$ cat src/rab_pkg.sv
// Shared types, constants and helpers for the RGBA alpha blend unit.
package rab_pkg;

    localparam int unsigned CHAN_W = 8;
    localparam int unsigned WGT_W  = 9;
    localparam int unsigned FAC_W  = 16;
    localparam int unsigned MUL_W  = 16;
    localparam int unsigned SUM_W  = 24;

    localparam logic [WGT_W-1:0] WEIGHT_ONE  = 9'd256;
    localparam logic [FAC_W-1:0] OVERLAY_DIV = 16'd65280;

    localparam logic REG_OVERLAY_MODE = 1'b0;
    localparam logic REG_BLEND_WEIGHT = 1'b1;

    typedef struct packed {
        logic             overlay_mode;
        logic [WGT_W-1:0] blend_weight;
    } t_cfg;

    typedef struct packed {
        logic s1;
        logic s2;
        logic s3;
        logic s4;
    } t_pipe_en;

    // floor(x / 255), exact for x below 65280
    function automatic logic [CHAN_W-1:0] div255(input logic [15:0] x);
        logic [16:0] t;
        t = 17'(x) + 17'(x[15:8]) + 17'd1;
        return t[15:8];
    endfunction

endpackage

$ cat src/rab_cfg_regs.sv
// Configuration register file behind the APB-style port.
module rab_cfg_regs (
    input  logic        i_clk,
    input  logic        i_rst_n,
    input  logic        psel,
    input  logic        penable,
    input  logic        pwrite,
    input  logic [2:0]  paddr,
    input  logic [31:0] pwdata,
    output logic [31:0] prdata,
    output logic        pready,
    output rab_pkg::t_cfg o_cfg
);
    import rab_pkg::*;

    logic             r_overlay_mode;
    logic [WGT_W-1:0] r_blend_weight;
    logic             wr_en;

    assign pready = 1'b1;
    assign wr_en  = psel & penable & pwrite;

    always_ff @(posedge i_clk) begin
        if (!i_rst_n) begin
            r_overlay_mode <= 1'b0;
            r_blend_weight <= 9'd128;
        end else if (wr_en) begin
            unique case (paddr[2])
                REG_OVERLAY_MODE: r_overlay_mode <= pwdata[0];
                REG_BLEND_WEIGHT: r_blend_weight <= pwdata[WGT_W-1:0];
                default: ;
            endcase
        end
    end

    always_comb begin
        unique case (paddr[2])
            REG_OVERLAY_MODE: prdata = {31'd0, r_overlay_mode};
            REG_BLEND_WEIGHT: prdata = {23'd0, r_blend_weight};
            default:          prdata = 32'd0;
        endcase
    end

    assign o_cfg.overlay_mode = r_overlay_mode;
    assign o_cfg.blend_weight = r_blend_weight;

endmodule

$ cat src/rab_pipe_ctrl.sv
// Valid bits and per-stage advance enables of the four-stage pipeline.
module rab_pipe_ctrl (
    input  logic              i_clk,
    input  logic              i_rst_n,
    input  logic              i_in_valid,
    output logic              o_in_ready,
    output logic              o_out_valid,
    input  logic              i_out_ready,
    output rab_pkg::t_pipe_en o_en
);
    import rab_pkg::*;

    logic r_v1, r_v2, r_v3, r_v4;

    always_comb begin
        o_en.s4 = ~r_v4 | i_out_ready;
        o_en.s3 = ~r_v3 | o_en.s4;
        o_en.s2 = ~r_v2 | o_en.s3;
        o_en.s1 = ~r_v1 | o_en.s2;
    end

    always_ff @(posedge i_clk) begin
        if (!i_rst_n) begin
            r_v1 <= 1'b0;
            r_v2 <= 1'b0;
            r_v3 <= 1'b0;
            r_v4 <= 1'b0;
        end else begin
            if (o_en.s1) r_v1 <= i_in_valid;
            if (o_en.s2) r_v2 <= r_v1;
            if (o_en.s3) r_v3 <= r_v2;
            if (o_en.s4) r_v4 <= r_v3;
        end
    end

    assign o_in_ready  = o_en.s1;
    assign o_out_valid = r_v4;

`ifndef SYNTH
    a_stall_full: assert property (@(posedge i_clk) disable iff (!i_rst_n)
        !o_en.s1 |-> (r_v1 && r_v2 && r_v3 && r_v4))
        else $error("input stalled with an empty stage");
    a_accept_v1: assert property (@(posedge i_clk) disable iff (!i_rst_n)
        (i_in_valid && o_in_ready) |=> r_v1)
        else $error("accepted item missing in stage one");
    a_advance_v2: assert property (@(posedge i_clk) disable iff (!i_rst_n)
        (r_v1 && o_en.s2) |=> r_v2)
        else $error("item lost between stage one and two");
    a_advance_v4: assert property (@(posedge i_clk) disable iff (!i_rst_n)
        (r_v3 && o_en.s4) |=> r_v4)
        else $error("item lost between stage three and output");
`endif

endmodule

$ cat src/rab_factor_stage.sv
// Stage one weight factors shared by all color lanes.
module rab_factor_stage (
    input  logic                         i_clk,
    input  logic                         i_en,
    input  rab_pkg::t_cfg                i_cfg,
    input  logic [rab_pkg::CHAN_W-1:0]   i_second_alpha,
    output logic [rab_pkg::FAC_W-1:0]    o_f1,
    output logic [rab_pkg::FAC_W-1:0]    o_f2,
    output logic                         o_blend
);
    import rab_pkg::*;

    logic [WGT_W-1:0] w_eff;
    logic [16:0]      k_full;
    logic [FAC_W-1:0] k;
    logic [FAC_W-1:0] n_f1, n_f2;
    logic [FAC_W-1:0] r_f1, r_f2;
    logic             r_blend;

    always_comb begin
        w_eff  = i_cfg.blend_weight[WGT_W-1] ? WEIGHT_ONE : i_cfg.blend_weight;
        k_full = 17'(i_second_alpha) * 17'(w_eff);
        k      = k_full[FAC_W-1:0];
        if (i_cfg.overlay_mode) begin
            n_f1 = OVERLAY_DIV - k;
            n_f2 = k;
        end else begin
            n_f1 = FAC_W'(WEIGHT_ONE - w_eff);
            n_f2 = FAC_W'(w_eff);
        end
    end

    always_ff @(posedge i_clk) begin
        if (i_en) begin
            r_f1    <= n_f1;
            r_f2    <= n_f2;
            r_blend <= ~i_cfg.overlay_mode;
        end
    end

    assign o_f1    = r_f1;
    assign o_f2    = r_f2;
    assign o_blend = r_blend;

endmodule

$ cat src/rab_color_lane.sv
// One color channel: premultiply (weighted blend mode only), weight, sum and divide by 65280.
module rab_color_lane (
    input  logic                       i_clk,
    input  rab_pkg::t_pipe_en          i_en,
    input  logic                       i_blend,
    input  logic [rab_pkg::CHAN_W-1:0] i_c1,
    input  logic [rab_pkg::CHAN_W-1:0] i_a1,
    input  logic [rab_pkg::CHAN_W-1:0] i_c2,
    input  logic [rab_pkg::CHAN_W-1:0] i_a2,
    input  logic [rab_pkg::FAC_W-1:0]  i_f1,
    input  logic [rab_pkg::FAC_W-1:0]  i_f2,
    output logic [rab_pkg::CHAN_W-1:0] o_c
);
    import rab_pkg::*;

    logic [MUL_W-1:0]  r_m1, r_m2;
    logic [SUM_W-1:0]  r_p1, r_p2;
    logic [SUM_W-1:0]  r_sum;
    logic [CHAN_W-1:0] r_c;
    logic [31:0]       p1_full, p2_full;

    assign p1_full = 32'(r_m1) * 32'(i_f1);
    assign p2_full = 32'(r_m2) * 32'(i_f2);

    always_ff @(posedge i_clk) begin
        if (i_en.s1) begin
            r_m1 <= i_blend ? MUL_W'(i_c1) * MUL_W'(i_a1) : MUL_W'(i_c1);
            r_m2 <= i_blend ? MUL_W'(i_c2) * MUL_W'(i_a2) : MUL_W'(i_c2);
        end
        if (i_en.s2) begin
            r_p1 <= p1_full[SUM_W-1:0];
            r_p2 <= p2_full[SUM_W-1:0];
        end
        if (i_en.s3) begin
            r_sum <= r_p1 + r_p2;
        end
        if (i_en.s4) begin
            r_c <= div255(r_sum[SUM_W-1:8]);
        end
    end

    assign o_c = r_c;

endmodule

$ cat src/rgba_alpha_blend_unit.sv
// Top level of the RGBA alpha blend unit: overlay or weighted blend of two pixels.
//
//  channel   | dir | handshake                    | payload
//  s_axis    | in  | s_axis_tvalid/s_axis_tready  | s_axis_tdata, 64 bits, two RGBA8 pixels
//  m_axis    | out | m_axis_tvalid/m_axis_tready  | m_axis_tdata, 32 bits, one RGBA8 pixel
//  apb       | in  | psel/penable/pwrite/pready   | paddr 3 bits, pwdata/prdata 32 bits
//
//  Four register stages: factors, products, sum, divide by 255 into the output register.
//  One item per cycle while m_axis_tready is high; m_axis_tvalid is stage four's valid bit.
//  Each stage advances when it is empty or the stage after it advances; a stall at
//  m_axis_tready backs up stage by stage and s_axis_tready falls only when all are full.
//  Synchronous active-low reset clears valid bits and sets overlay_mode 0, blend_weight 128.
module rgba_alpha_blend_unit (
    input  logic        i_clk,
    input  logic        i_rst_n,
    input  logic        s_axis_tvalid,
    output logic        s_axis_tready,
    // first_red, first_green, first_blue, first_alpha,
    // second_red, second_green, second_blue, second_alpha
    input  logic [63:0] s_axis_tdata,
    output logic        m_axis_tvalid,
    input  logic        m_axis_tready,
    // out_red, out_green, out_blue, out_alpha
    output logic [31:0] m_axis_tdata,
    input  logic        psel,
    input  logic        penable,
    input  logic        pwrite,
    input  logic [2:0]  paddr,
    input  logic [31:0] pwdata,
    output logic [31:0] prdata,
    output logic        pready
);
    import rab_pkg::*;

    t_cfg              cfg;
    t_pipe_en          en;
    logic [FAC_W-1:0]  f1, f2;
    logic              blend_s1;
    logic [CHAN_W-1:0] c1 [3];
    logic [CHAN_W-1:0] c2 [3];
    logic [CHAN_W-1:0] c_out [3];
    logic [CHAN_W-1:0] a1, a2;
    logic [CHAN_W-1:0] r_a1, r_a2;
    logic [CHAN_W-1:0] r_a_s2, r_a_s3, r_a_s4;
    logic [16:0]       a_sum;

    rab_cfg_regs u_cfg (
        .i_clk   (i_clk),
        .i_rst_n (i_rst_n),
        .psel    (psel),
        .penable (penable),
        .pwrite  (pwrite),
        .paddr   (paddr),
        .pwdata  (pwdata),
        .prdata  (prdata),
        .pready  (pready),
        .o_cfg   (cfg)
    );

    rab_pipe_ctrl u_ctrl (
        .i_clk       (i_clk),
        .i_rst_n     (i_rst_n),
        .i_in_valid  (s_axis_tvalid),
        .o_in_ready  (s_axis_tready),
        .o_out_valid (m_axis_tvalid),
        .i_out_ready (m_axis_tready),
        .o_en        (en)
    );

    assign a1 = s_axis_tdata[31:24];
    assign a2 = s_axis_tdata[63:56];

    rab_factor_stage u_factor (
        .i_clk          (i_clk),
        .i_en           (en.s1),
        .i_cfg          (cfg),
        .i_second_alpha (a2),
        .o_f1           (f1),
        .o_f2           (f2),
        .o_blend        (blend_s1)
    );

    for (genvar g = 0; g < 3; g++) begin : g_lane
        assign c1[g] = s_axis_tdata[8*g +: 8];
        assign c2[g] = s_axis_tdata[32 + 8*g +: 8];

        rab_color_lane u_lane (
            .i_clk   (i_clk),
            .i_en    (en),
            .i_blend (~cfg.overlay_mode),
            .i_c1    (c1[g]),
            .i_a1    (a1),
            .i_c2    (c2[g]),
            .i_a2    (a2),
            .i_f1    (f1),
            .i_f2    (f2),
            .o_c     (c_out[g])
        );
    end

    assign a_sum = 17'(r_a1) * 17'(f1[WGT_W-1:0]) + 17'(r_a2) * 17'(f2[WGT_W-1:0]);

    always_ff @(posedge i_clk) begin
        if (en.s1) begin
            r_a1 <= a1;
            r_a2 <= a2;
        end
        if (en.s2) begin
            r_a_s2 <= blend_s1 ? a_sum[15:8] : r_a1;
        end
        if (en.s3) begin
            r_a_s3 <= r_a_s2;
        end
        if (en.s4) begin
            r_a_s4 <= r_a_s3;
        end
    end

    assign m_axis_tdata = {r_a_s4, c_out[2], c_out[1], c_out[0]};

endmodule
$ cat config.mk
export PLATFORM = sky130hd
export DESIGN_NAME = rgba_alpha_blend_unit
export DESIGN_NICKNAME = d
export VERILOG_FILES = /design/src/rab_pkg.sv /design/src/rab_cfg_regs.sv /design/src/rab_pipe_ctrl.sv /design/src/rab_factor_stage.sv /design/src/rab_color_lane.sv /design/src/rgba_alpha_blend_unit.sv
export SDC_FILE = /design/constraint.sdc
export NUM_CORES = 2
export LEC_CHECK = 0
export BUFFER_PORTS_ARGS = -buffer_cell sky130_fd_sc_hd__clkbuf_2
export CAP_MARGIN = 25
export CORE_UTILIZATION = 30
export CTS_CLUSTER_DIAMETER = 80
export DETAILED_ROUTE_END_ITERATION = 12
export PLACE_DENSITY = 0.52
export SLEW_MARGIN = 15
export SYNTH_ARGS = -nofsm -noshare
export SYNTH_HDL_FRONTEND = slang
export SYNTH_SLANG_ARGS = --single-unit
export TNS_END_PERCENT = 20
$ cat constraint.sdc
create_clock -name i_clk -period 16.9 [get_ports i_clk]
set_clock_uncertainty 0.05 [all_clocks]
set_input_delay 3.38 -clock i_clk [delete_from_list [all_inputs] [get_ports i_clk]]
set_output_delay 3.38 -clock i_clk [all_outputs]
set_load 0.02 [all_outputs]
==> run_summary.xml <==
<?xml version="1.0" encoding="UTF-8"?>
<metrics>
  <group name="power_and_ir_drop">
    <metric name="fin_total_pwr" unit="mW">9.839</metric>
    <metric name="total_leakage_power" unit="nW">39.93</metric>
    <metric name="ir_drop" unit="V">0.00009067</metric>
    <metric name="power_density" unit="nW/um^2">118.2</metric>
  </group>
  <group name="sta">
    <metric name="timing.setup.tns" unit="ns">0</metric>
    <metric name="maxSlewHeadroom" unit="%">30.94</metric>
    <metric name="postLayoutSetupSlackWorst" unit="ns">8.567</metric>
    <metric name="final_period_minus_worst_setup_slack" unit="ns">8.333</metric>
    <metric name="tightestPinTransition" unit="ns">1.036</metric>
    <metric name="setup_repair_after_global_routing_missed_its_margin" unit="">false</metric>
    <metric name="max_freq" unit="MHz">120.0</metric>
    <metric name="setup_viol" unit="">0</metric>
    <metric name="final-max-slew-violation-count" unit="">0</metric>
    <metric name="timing_hold_violations_final" unit="">0</metric>
    <metric name="final.period_utilization" unit="%">49.31</metric>
  </group>
  <group name="final_layout">
    <metric name="finalCoreUtilization" unit="%">32.41</metric>
    <metric name="areaGrowthSynthToFinish" unit="%">7.436</metric>
    <metric name="filler_cell_count" unit="">26750</metric>
    <metric name="fin_nets" unit="">10420</metric>
    <metric name="drive_above_1_share" unit="%">4.268</metric>
  </group>
  <group name="floorplan">
    <metric name="num_rows" unit="">186</metric>
    <metric name="core_area" unit="um^2">256900</metric>
    <metric name="chipWidth" unit="um">510.3</metric>
    <metric name="die_h" unit="um">510.3</metric>
    <metric name="die_footprint" unit="um^2">260400</metric>
    <metric name="start_util" unit="%">30.17</metric>
    <metric name="design.portCount" unit="">173</metric>
  </group>
  <group name="setup_path">
    <metric name="worstSetupPathType" unit="">input port to register</metric>
    <metric name="cpPeakStageDelay" unit="ns">0.66</metric>
    <metric name="setup.worst_path.start_class" unit="">input port</metric>
    <metric name="cp_common_cell" unit="">fa_1</metric>
    <metric name="worstPathRequired" unit="ns">17.22</metric>
    <metric name="max_fanout_on_critical_path" unit="">34</metric>
    <metric name="worst_path_max_delay_cell" unit="">clkbuf_2</metric>
    <metric name="critical_path.endpoint_type" unit="">register</metric>
    <metric name="worst_ep_arrival_time" unit="ns">8.65</metric>
    <metric name="crit_chain" unit="">clkbuf_2 &gt; nand2_1 &gt; fa_1 &gt; fa_1 &gt; inv_1 &gt; fa_1 &gt; inv_1 &gt; fa_1 &gt; inv_1 &gt; ha_1 &gt; o21a_1 &gt; a2111oi_2 &gt; nor2_2 &gt; a311oi_2 &gt; xnor2_1 &gt; nor4bb_2 &gt; xor2_1 &gt; nor2_1</metric>
  </group>
  <group name="grt">
    <metric name="grt_start_max_net_pins" unit="">78</metric>
    <metric name="first_global_vias" unit="">57820</metric>
    <metric name="grt_first_pass_wirelength" unit="um">324000</metric>
    <metric name="overflow" unit="">0</metric>
    <metric name="grtUsageTotal" unit="%">15.84</metric>
    <metric name="grt_antenna_before_repair" unit="">10</metric>
  </group>
  <group name="drt">
    <metric name="drt-vias-per-instance" unit="">4.635</metric>
    <metric name="post_drt_wl_per_cell" unit="um">17.30</metric>
    <metric name="firstDrtPassIters" unit="">5</metric>
    <metric name="vias" unit="">53620</metric>
    <metric name="drtIter0Drc" unit="">2574</metric>
    <metric name="detail-route-antenna-nets" unit="">0</metric>
    <metric name="route.detailed.drc" unit="">0</metric>
    <metric name="totalWireLength" unit="um">200100</metric>
  </group>
  <group name="synthesis">
    <metric name="synth-seq-area-share" unit="%">15.24</metric>
    <metric name="synthCells" unit="">8243</metric>
    <metric name="ys_top_cells_by_area" unit="">fa_1, edfxtp_1, ha_1</metric>
    <metric name="post_synth_instance_area" unit="um^2">77510</metric>
    <metric name="synth_top_cell_by_area" unit="">fa_1</metric>
    <metric name="netlist-cell-type-count" unit="">82</metric>
    <metric name="ys_ff_latch" unit="">398</metric>
    <metric name="ys.flop_type" unit="">edfxtp_1</metric>
    <metric name="yosys_warnings" unit="">0</metric>
    <metric name="synthDominantCellAreaShare" unit="%">35.41</metric>
    <metric name="synth-edff-count" unit="">384</metric>
    <metric name="avg_synthesized_cell_area" unit="um^2">9.403</metric>
    <metric name="async_flop_share" unit="%">0</metric>
  </group>
  <group name="run">
    <metric name="timing.max_cap.violations" unit="">0</metric>
  </group>
  <group name="clock_tree">
    <metric name="cts_hold_buffers" unit="">0</metric>
    <metric name="cts.reportedPaths.clkPinSlew" unit="ns">0.06</metric>
    <metric name="cts.sink_count" unit="">398</metric>
    <metric name="cts-resized-gates" unit="">0</metric>
    <metric name="ctsRootBufferMaster" unit="">clkbuf_16</metric>
    <metric name="max-clock-path-buffers" unit="">3</metric>
    <metric name="h-tree-depth" unit="">2</metric>
    <metric name="cts_buf_count" unit="">54</metric>
    <metric name="clkLatencyLatePin" unit="ns">0.68</metric>
    <metric name="tritoncts" unit="">built</metric>
    <metric name="cts_post_setup_buffers_inserted" unit="">0</metric>
  </group>
  <group name="placement">
    <metric name="port_buffers" unit="">123</metric>
    <metric name="routabilityCongestion" unit="">0.8224</metric>
    <metric name="dp.final_hpwl" unit="um">154500</metric>
    <metric name="placement.setup.worst_slack" unit="ns">7.853</metric>
  </group>
  <group name="status">
    <metric name="outcome" unit="">finished clean</metric>
  </group>
  <group name="min_path">
    <metric name="min_delay_worst_type" unit="">register to register</metric>
  </group>
</metrics>
## layout make-up
cell class / count / area, um^2 / share of cell area, %
Multi-Input combinational cell: 5712 / 57580 / 69.15
Sequential cell: 398 / 11820 / 14.19
Inverter: 1780 / 6686 / 8.030
Tap cell: 3384 / 4234 / 5.085
Clock buffer: 63 / 1416 / 1.701
Timing Repair Buffer: 187 / 1096 / 1.316
Clock inverter: 38 / 424.2 / 0.5094
Antenna cell: 5 / 12.51 / 0.01503
## final timing paths
kind                                        from                   endpoint  slack (ns)  cells past startpoint
worst max-delay path            s_axis_tdata[58]          u_factor.o_f1[15]        8.57                     18
worst min register to register         r_a_s2[7]                  r_a_s3[7]        0.37                      0
worst min-delay path                   r_a_s2[7]                  r_a_s3[7]        0.37                      0
worst max register to register  u_factor.o_f1[1]  g_lane[1].u_lane.r_p1[23]        9.64                     19
## cells in the mapped netlist (21+ instances only)
master / number
a21o_1: 68
a21oi_1: 160
and2_1: 986
and3_1: 27
buf_4: 27
clkbuf_1: 337
edfxtp_1: 384
fa_1: 1371
ha_1: 812
inv_1: 1779
mux2_2: 30
nand2_1: 1125
nand2b_1: 21
nand3_1: 59
nor2_1: 169
nor2b_1: 42
nor3_1: 54
o21a_1: 39
o21ai_0: 100
o21bai_1: 34
xnor2_1: 280
xor2_1: 94
## cells in the final DEF, fill, tap and decap left out, types with 55 or more instances in the layout
cell,count
a21oi_1,160
ha_1,812
nand2_1,1123
o21ai_0,100
buf_4,64
a21o_1,68
fa_1,1371
edfxtp_1,384
nand3_1,59
inv_1,1777
xor2_1,94
xnor2_1,280
nor2_1,169
clkbuf_2,123
and2_1,986
clkbuf_16,55
## cell families after synthesis
| family | Yosys count | share of synthesized area [%] |
|---|---|---|
| buffers and inverters | 2155 | 10.58 |
| xor gates and xnor gates | 376 | 4.268 |
| DFF | 398 | 15.24 |
| AOI/OAI and AO/OA | 552 | 4.674 |
| adders and majority gates | 2183 | 48.52 |
| other | 2 | 0.009690 |
| muxes | 30 | 0.4359 |
| and+or+nand+nor | 2547 | 16.27 |
## state kept, by name, indices dropped and copies added (netlist names)
name and cells:
r_a1 8, u_ctrl.o_out_valid 1, u_factor.o_f2 16, g_lane.u_lane.r_m2 48, u_ctrl.r_v2 1, u_ctrl.r_v1 1
g_lane.u_lane.r_p1 72, g_lane.u_lane.r_sum 48, r_a_s4 8, r_a_s3 8, r_a2 8, u_ctrl.r_v3 1
g_lane.u_lane.r_p2 72, u_factor.o_f1 15, g_lane.u_lane.r_m1 48, u_factor.o_blend 1, u_cfg.r_blend_weight 9, r_a_s2 8
u_cfg.r_overlay_mode 1, g_lane.u_lane.o_c 24
## per-layer routing
| layer | vias up | GRT usage [%] | wire (um) | share of wire (%) |
|---|---|---|---|---|
| li1 | 24620 | - | - | - |
| met1 | 27670 | 21.68 | 92490 | 46 |
| met2 | 1123 | 26.71 | 94900 | 47 |
| met3 | 205 | 1.813 | 8549 | 4.3 |
| met4 | 6 | 3.495 | 4107 | 2.1 |
| met5 | - | 0 | 40 | 0.020 |
## report_power, final
part	total (mW)	internal (mW)	leakage (nW)	switching, mW
sequential	2.46	1.74	4.36	0.721
combinational	6.19	2.53	34.7	3.66
clock	1.18	0.689	0.883	0.495
total	9.84	4.96	39.9	4.88
## through the flow
| stage | area [um^2] | hold WS [ns] | std cells |
|---|---|---|---|
| after floorplan | 77590 | 0.3503 | 8265 |
| after global placement | 81420 | 0.3572 | 11460 |
| after detailed placement | 81420 | 0.3565 | 11460 |
| after CTS | 83260 | 0.3708 | 11560 |
| after global routing | 83260 | 0.3815 | 11560 |
| final | 83270 | 0.3696 | 11570 |
## critical path, delay by kind of cell
family | cells | cell delay [ns]
xor+xnor | 2 | 0.42
simple gates | 4 | 0.73
buf+inv | 4 | 0.80
fa+ha+maj | 5 | 2.38
compound gates | 3 | 0.94
No activity file was read; power rests on OpenSTA's default activity.
